<file path="src/hw/rtl/tea_pkg.sv">
// ----------------------------------------------------------------------------
// tea_pkg: shared types and constants for the enrichment argmax block
// Field widths, register indexes and the front-to-back queue word.
// ----------------------------------------------------------------------------
package tea_pkg;

  localparam int CountW = 32;
  localparam int TotalW = 40;
  localparam int KeyW   = 20;
  localparam int ValueW = 33;
  localparam int ProdW  = 72;
  localparam int NumW   = 88;
  localparam int RatioW = 32;
  localparam int QDepth = 4;
  localparam int QPtrW  = 2;

  localparam logic [1:0] RegTestTotal    = 2'd0;
  localparam logic [1:0] RegControlTotal = 2'd1;
  localparam logic [1:0] RegNormalize    = 2'd2;

  localparam logic signed [ValueW-1:0] LogFloor = -33'sd2097152;

  // word passed from front to back
  typedef struct packed {
    logic              qual;
    logic              last;
    logic [KeyW-1:0]   key;
    logic [CountW-1:0] t;
    logic [CountW-1:0] c;
  } item_t;

endpackage

</file>
<file path="src/hw/rtl/tea_front.sv">
// ----------------------------------------------------------------------------
// tea_front: input stage
// Accepts count pairs, assigns the index, qualifies them and queues them.
// ----------------------------------------------------------------------------
module tea_front (
  input  logic                       clk,
  input  logic                       rst,
  input  logic                       valid,
  output logic                       ready,
  input  logic [tea_pkg::CountW-1:0] test_hits,
  input  logic [tea_pkg::CountW-1:0] control_hits,
  input  logic                       last,
  input  logic                       totals_ok,
  output logic                       q_valid,
  input  logic                       q_pop,
  output tea_pkg::item_t             q_word
);

  tea_pkg::item_t           mem [tea_pkg::QDepth];
  logic [tea_pkg::QPtrW-1:0] wp, rp;
  logic [tea_pkg::QPtrW:0]   cnt;
  logic [tea_pkg::KeyW-1:0]  index_counter;
  logic                      push;

  assign ready   = (cnt != 3'(tea_pkg::QDepth));
  assign push    = valid && ready;
  assign q_valid = (cnt != '0);
  assign q_word  = mem[rp];

  always_ff @(posedge clk) begin
    if (push) begin
      mem[wp].qual <= (test_hits != '0) && (control_hits != '0) && totals_ok;
      mem[wp].last <= last;
      mem[wp].key  <= index_counter;
      mem[wp].t    <= test_hits;
      mem[wp].c    <= control_hits;
    end
    if (rst) begin
      wp <= '0;
      rp <= '0;
      cnt <= '0;
      index_counter <= '0;
    end else begin
      if (push) begin
        wp <= wp + 1'b1;
        index_counter <= last ? '0 : index_counter + 1'b1;
      end
      if (q_pop) rp <= rp + 1'b1;
      cnt <= cnt + (push ? 3'd1 : 3'd0) - (q_pop ? 3'd1 : 3'd0);
    end
  end

endmodule

</file>
<file path="config.mk">
export PLATFORM = sky130hd
export DESIGN_NAME = tea_front
export DESIGN_NICKNAME = d
export VERILOG_FILES = /design/src/hw/rtl/tea_pkg.sv /design/src/hw/rtl/tea_front.sv
export SDC_FILE = /design/constraint.sdc
export NUM_CORES = 1
export LEC_CHECK = 0
export BUFFER_PORTS_ARGS = -buffer_cell sky130_fd_sc_hd__buf_2
export CAP_MARGIN = 20
export CELL_PAD_IN_SITES_DETAIL_PLACEMENT = 0
export CELL_PAD_IN_SITES_GLOBAL_PLACEMENT = 1
export CORE_MARGIN = 2
export CORE_UTILIZATION = 46
export DETAILED_ROUTE_END_ITERATION = 12
export PLACE_DENSITY_LB_ADDON = 0.1
export SYNTH_ARGS = -nofsm -noshare
export SYNTH_HDL_FRONTEND = slang
export SYNTH_SLANG_ARGS = --single-unit
</file>
<file path="constraint.sdc">
create_clock -name clk -period 3.5 [get_ports clk]
set_clock_uncertainty 0.05 [all_clocks]
set_input_delay 0.35 -clock clk [delete_from_list [all_inputs] [get_ports clk]]
set_output_delay 0.35 -clock clk [all_outputs]
set_load 0.05 [all_outputs]
</file>
==> results of run 1 <==
## cell families (layout without fill, tap and decap cells)
family / after synthesis / count (layout) / share of synthesized area (%)
xor gates and xnor gates: 12 / 12 / 0.7580
adders and majority gates: 8 / 8 / 0.7760
AOI/OAI and AO/OA: 28 / 28 / 1.218
muxes: 86 / 86 / 13.97
and+or+nand+nor: 85 / 85 / 3.456
DFF: 373 / 373 / 78.69
buffers and inverters: 35 / 247 / 1.137
## final timing paths
| path | to | slack, ns | cells past startpoint | start |
|---|---|---|---|---|
| worst max-delay path | q_word[35] | 0.72 | 3 | flip-flop |
| worst min-delay path | mem[2][63] | 0.02 | 1 | test_hits[31] |
| worst max register to register | cnt[2] | 0.88 | 9 | cnt[1] |
| worst min register to register | wp[1] | 0.46 | 2 | wp[1] |
## registers in the layout (all words and copies together) (netlist names), named ones only
signal         cells
cnt                3
index_counter     20
mem              344
rp                 2
wp                 2
## power breakdown
group | leakage (nW) | internal, mW | switching (mW)
clock | 0.587 | 2.24 | 1.56
combinational | 1.44 | 0.611 | 1.54
sequential | 3.42 | 5.34 | 0.132
total | 5.44 | 8.19 | 3.23
## layout make-up
| class | count | area (um^2) | area share [%] |
|---|---|---|---|
| timing repair buffer | 172 | 975.9 | 5.946 |
| inverter | 6 | 22.52 | 0.1372 |
| clock inverter | 17 | 106.4 | 0.6480 |
| clock buffer | 52 | 1085 | 6.609 |
| sequential | 373 | 10920 | 66.52 |
| multi-input combinational | 219 | 2818 | 17.17 |
| tap | 390 | 488.0 | 2.973 |
## routing by layer
layer | wire (um) | GRT usage (%) | vias to the layer above | part of all wire [%]
li1 | - | - | 3015 | -
met1 | 11200 | 23.08 | 3478 | 41
met2 | 14090 | 30.46 | 150 | 52
met3 | 1574 | 4.113 | 39 | 5.8
met4 | 395 | 3.859 | 2 | 1.4
met5 | 13 | 0 | - | 0.048
## worst max-delay path: stages (launching register included)
cell and delay, ns:
dfxtp_4 0.75, buf_4 0.48, mux4_2 0.39, buf_2 0.23
## cell usage in the layout (no fill, tap or decap), types with 2 or more instances in the layout
cell / Yosys / routed
buf_4: 0 / 8
dfxtp_1: 29 / 27
nand3_1: 9 / 9
buf_2: 9 / 157
nor2_1: 14 / 14
and4_1: 3 / 3
o21ai_0: 5 / 5
xor2_1: 7 / 7
clkinv_2: 0 / 6
nand2_1: 11 / 11
buf_12: 0 / 6
nand4_1: 8 / 8
mux4_2: 86 / 86
inv_1: 6 / 6
dfxtp_4: 0 / 2
clkbuf_1: 15 / 7
clkinv_1: 0 / 8
xnor2_1: 5 / 5
or3_1: 5 / 5
ha_1: 7 / 7
nor2b_1: 2 / 2
nor4_1: 17 / 17
clkbuf_8: 0 / 6
clkbuf_16: 0 / 39
edfxtp_1: 344 / 344
or4_1: 7 / 7
a21oi_1: 12 / 12
and3_4: 0 / 4
o31ai_1: 6 / 6
## through the flow
stage,cell area [um^2],utilization (%),setup slack (ns)
after global routing,16410,55.38,0.5826
after detailed placement,15210,51.33,0.8461
after global placement,15210,51.33,0.9774
after CTS,16410,55.38,0.6300
after floorplan,13870,-,0.5781
final,16410,55.38,0.7184
## what timing repair did
item                                   4_1_cts  5_1_grt
hold buffers                                 1        0
buffers inserted                             0        0
endpoints found under the hold margin        1        0
==> summary by stage, run 1 <==
Status
The flow ran to the end, and the final reports show no timing, DRC or antenna violations.

Floorplan
In this run the count of I/O pins placed on the die edge is around 160. The core region area is between 0.02 and 0.03 mm^2. The die outline area is 0.03155 mm^2.

The width of the die is roughly 180 um. The starting density of the core is between 40% and 50%. The floorplan row count is 63. The vertical die dimension is between 150 and 200 um.

Worst setup path
The startpoint-to-endpoint class of the critical path is flip-flop to primary output. Of all nets on the critical path, the largest fanout is 40. The worst endpoint data arrival time is ~2.4 ns. The category of the worst setup path capture point is a primary output.

Data on the critical path is required at its endpoint by between 3 and 4 ns. The sort of element at the start of the critical path is a flip-flop.

Clock network
The clock passes through at most 3 buffers. The clock edge transition at the registers on the reported setup and hold paths is approximately 0.06 ns. The number of clock sinks is 373. In this run, post-CTS repair resized a total of 0 instances. The TritonCTS clock tree is yes.

The total CTS buffers is 39. The maximum level of the CTS H-tree is 2. The cell chosen for the clock root is clkbuf_16. The source-to-sink clock delay at the later pin of the worst-skew pair is a little over 0.5 ns.

Logic synthesis
The number of nets in the synthesized netlist is a little over 700. By instance count, the leading cell after synthesis is edfxtp_1. The area of the mapped netlist is 0.01387 mm^2. Sequential cells were found to cover 78.69% of the synthesized design area. By area the synthesized netlist is led by edfxtp_1 (74%), mux4_2 (14%), dfxtp_1 (4.2%).

The commonest cells after synthesis are edfxtp_1 (344), mux4_2 (86), dfxtp_1 (29). The primary flip-flop cell chosen by synthesis mapping is edfxtp_1. After synthesis the netlist holds a flip-flop and latch count of ~370. The synthesized netlist contains 34 unique library cells.

The post-synthesis instance total is about 630. The share of the synthesized area in the top cell type is between 70% and 80%. The fraction of registers with async set/reset is 0%.

The mean instance size in the synthesized netlist is between 20 and 25 um^2. For this run, the number of Yosys warnings is 0. The cell taking the most area after synthesis is edfxtp_1. The number of synthesized flops with an enable pin is approximately 340.

STA
The worst-case headroom to the max-slew limit is 51.48%. The number of hold violations in the final report was 0. The setup TNS after final layout is 0 ns. The share of the clock period used by the worst path after layout is approximately four fifths. The total setup violations reported at the end of the flow is 0. The number of pins with negative max-slew slack in the final report is 0. Based on the critical path, the design can be clocked at up to between 0.3 and 0.4 GHz. Setup repair after global routing left no endpoint under its margin. The minimum clock period after layout is roughly 2.8 ns. The tightest hold margin is around 0.023 ns. The transition at the pin with the smallest max-transition slack is about 0.73 ns.

Placed design
Routability-driven placement finished with a final weighted congestion of between 0.7 and 0.8. The number of placed instances, taps included, is approximately 1,200. The number of port buffers is 157.

Detailed placement finished with a half-perimeter wire length of approximately 17 mm.

Global route
The total congestion overflow after global routing is 0. The number of antenna violations at the first check in global routing is 1. The overall track demand over capacity in global routing is between 10% and 20%.

The first global-routing pass estimated 41.65 mm of wire. Entering global routing, the biggest net connects 55 pins. The via count of the first global-routing pass is ~7,200.

Power and ir drop
Across the VDD grid, the largest voltage drop is between 0.4 and 0.5 mV. For this design the ratio of total power to cell area is about 700 mW/mm^2. The completed layout was analyzed and its total power is ~11 mW. The leakage power of the design is between 5 and 6 nW.

Run
Across the run, the number of max-cap violations was 0.

Detailed routing
Across all layers, the routed design uses around 6,700 vias. The detailed-routing iteration count for the pre-antenna-repair pass is 4. The remaining routing DRC violations is 0. The number of DRC violations after detailed-routing iteration 0 is ~520. In the routed layout, each cell is associated on average with a via count of 5.439.

In this run the remaining antenna-violating nets after routing total 0. The overall routed net length is 27.28 mm. The average wire length per cell after detail routing is roughly 22 um.

Final layout
For this run, the post-layout net count is about 900. The fraction of final layout cells with drive strength greater than 1 is 37.78%. The count of inserted antenna diode cells is 0. The growth of design area from synthesis to finish is 18.37%. The finished layout holds 1,229 standard cells, fillers aside. The count of filler cells inserted in the layout is 2,340.

Worst hold path
The path category of the worst min-delay check is input port to flip-flop.
No activity file was read; power rests on OpenSTA's default activity.
==> run 2: changes to the inputs <==
Settings changed: CORE_UTILIZATION 46 to 51.
Clock period 3.5 ns to 2.58 ns, I/O delays scaled along.
==> summary by stage, run 2 (synthesis results as in run 1) <==
Status
The flow ran to the end, and the final reports show no timing, DRC or antenna violations.

STA
The worst setup margin is 0.1767 ns (-0.5417 ns). The total setup violations reported at the end of the flow was 0 (unchanged). For the finished layout, the period the worst path requires is ~2.4 ns. The transition at the pin with the smallest max-transition slack came to 0.8039 ns (+0.07611 ns).

The setup TNS after final layout is 0 ns (unchanged). The number of pins with negative max-slew slack in the final report is 0 (unchanged). Setup repair after global routing left no endpoint under its margin.

The worst-case headroom to the max-slew limit was 46.41% (-5.1 points). The number of hold violations in the final report is 0 (unchanged). The peak clock frequency supported by timing is roughly 0.42 GHz. Of the available clock period, the critical path in the final layout requires approximately 93%. The tightest hold margin is 0.02993 ns (+0.006646 ns).

Placed design
The number of port buffers is 157 (unchanged). The HPWL reported at the end of detailed placement is 16.59 mm (-2.5%). The worst setup slack before clock tree synthesis was 0.3643 ns (-0.4818 ns). The weighted congestion at the end of routability-driven global placement is 0.7171 (-4.2%).

Floorplan
The floorplan row count is 60 (-4.8%). The number of top-level pins was 158 (unchanged). The width of the die is 168.9 um (-4.9%). The core region area is 0.02680 mm^2 (-9.6%).

The die outline area is 0.02852 mm^2 (-9.6%). The vertical die dimension came to 168.9 um (-4.9%). The starting density of the core is 51.74% (+5.0 points).

Detailed routing
The number of DRC violations after detailed-routing iteration 0 came to 547 (+5.0%). The average wire length per cell after detail routing came to 22.10 um (-0.44%). The post-detailed-route via-to-cell ratio came to 5.623 (+3.4%). The overall routed net length came to 27.58 mm (+1.1%).

The met3 wirelength from detailed routing is 1.838 mm (+17%). The count of antenna-violating nets left after detailed routing is 0 (unchanged). The overall via count from detail_route is 7,018 (+5.0%). Signal routing reaches up to met4. The detailed-routed wire length on met2 is 13.90 mm (-1.4%). The detailed-routing iteration count for the pre-antenna-repair pass was 4 (unchanged).

The routed metal-1 wire length is 11.40 mm (+1.7%). The remaining routing DRC violations is 0 (unchanged).

Final layout
The number of nets in the layout is 958 (+7.8%). The flip-flop count of the largest register after layout is 344 (unchanged). The multi-input combinational cell area is 0.002818 mm^2 (unchanged). In the final layout, the registers with the most flip-flops are mem (344), index_counter (20), cnt (3). The count of inserted antenna diode cells is 0 (unchanged). Leaving out fill and tap cells, the most frequent cell in the layout is edfxtp_1. The register containing the most flip-flops in the final layout is mem.

The count of filler cells inserted in the layout is 1,854 (-21%). The fraction of final layout cells with drive strength greater than 1 is 34.51% (-3.3 points). The growth of design area from synthesis to finish is 23.26%. In the layout the commonest cells are edfxtp_1 (344), buf_2 (157), mux4_2 (86).

The combined flip-flop and latch cell area was 0.01092 mm^2 (unchanged).

Run
The number of max-capacitance violations reported came to 0 (unchanged).

Worst setup path
In this design, the largest share of critical-path delay is due to multiplexers. The worst path required time was 2.27 ns (-0.83 ns). The standard cell with the maximum stage delay on the critical path is mux4_2. The signal on the critical path passes through buf_12, mux4_2, buf_2. The worst endpoint data arrival time was 2.10 ns (-0.28 ns). The buffering stage count on the worst path with inverters included is 2 (unchanged). The stage delay of the slowest cell on the critical path is 0.58 ns (-0.17 ns). The top fanout value on the critical path was 20 (-50%). The category of the worst setup path capture point is a primary output. The startpoint-to-endpoint class of the critical path is flip-flop to primary output. The sort of element at the start of the critical path is a flip-flop.

Global route
The global-route wire length before repair is 42.49 mm (+2.0%). The total congestion overflow after global routing is 0 (unchanged). The pin count of the biggest net entering global routing is 53 (-3.6%).

The via count of the first global-routing pass is 7,421 (+3.7%). The overall track demand over capacity in global routing is 19.66% (+2.0 points). The number of antenna violations at the first check in global routing was 0 (-1).

Clock network
The maximum root-to-sink buffer count is 3 (unchanged). The tree is rooted in a clkbuf_16. The maximum level of the CTS H-tree is 2 (unchanged).

The clock edge transition at the registers on the reported setup and hold paths was 0.06 ns (about the same). The number of clock sinks is 373 (unchanged). The TritonCTS clock tree is yes. The source-to-sink clock delay at the later pin of the worst-skew pair came to 0.52 ns (about the same). The number of gates given a new drive strength after cts is 0 (unchanged). The total CTS buffers is 39 (unchanged).

Power and ir drop
The maximum ir drop on the vdd rail came to 0.7736 mV (+92%). The final total power was 15.64 mW (+37%). The power per unit of standard cell area was 914.9 mW/mm^2 (+31%). The leakage power of the design is 5.736 nW (+5.3%).

Worst hold path
The path category of the worst min-delay check is input port to flip-flop.
## run 2: cell types whose count changed in the layout (fill, tap and decap cells not counted), sizes merged
| cell | before | now |
|---|---|---|
| dlygate4sd3 | 1 | 66 |
| clkbuf | 52 | 57 |
| clkinv | 14 | 9 |
| buf | 171 | 175 |
| clkinvlp | 1 | 0 |
## run 2: metal layers
layer  vias to the layer above  GRT usage (%)
met5                         -              0
met4                         0          4.535
met3                        35          3.881
met2                       214          33.20
met1                      3617          26.87
li1                       3152              -
## run 2: power by group
part	leakage (nW)	internal [mW]	switching, mW
Clock	0.564	3.01	2.11
Combinational	1.76	0.965	2.14
Sequential	3.42	7.24	0.167
Total	5.74	11.2	4.42
## run 2: worst min-delay path, delay by kind of cell
family | cells | cell delay [ns]
buf+inv | 1 | 0.12
xor+xnor | 1 | 0.10
simple gates | 1 | 0.08
## run 2: path summary, 6_finish.rpt
path	startpoint	end	slack [ns]	cells past startpoint
worst max-delay path	flip-flop	q_word[72]	0.18	3
worst min-delay path	q_pop	flip-flop	0.03	3
worst max register to register	cnt[1]	mem[2][49]	0.36	4
worst min register to register	wp[1]	wp[1]	0.47	2
## run 2: through the flow
step | util, % | instances | instance area, um^2
final | 63.77 | 1248 | 17090
after global routing | 63.77 | 1248 | 17090
after CTS | 63.77 | 1248 | 17090
after detailed placement | 56.91 | 1112 | 15250
after global placement | 56.91 | 1112 | 15250
after floorplan | - | 627 | 13870
## run 2: layout make-up
class                           count  area share [%]
Multi-Input combinational cell    219           16.49
Sequential cell                   373           63.88
Clock buffer                       57           6.354
Timing Repair Buffer              241           10.20
Inverter                            6          0.1318
Tap cell                          341           2.496
Clock inverter                     11          0.4466
## run 2: timing repair
item                                    in CTS  in global routing
endpoints found under the setup margin      37                  0
endpoints found under the hold margin      268                  0
buffers inserted                             2                  0
hold buffers                                66                  0
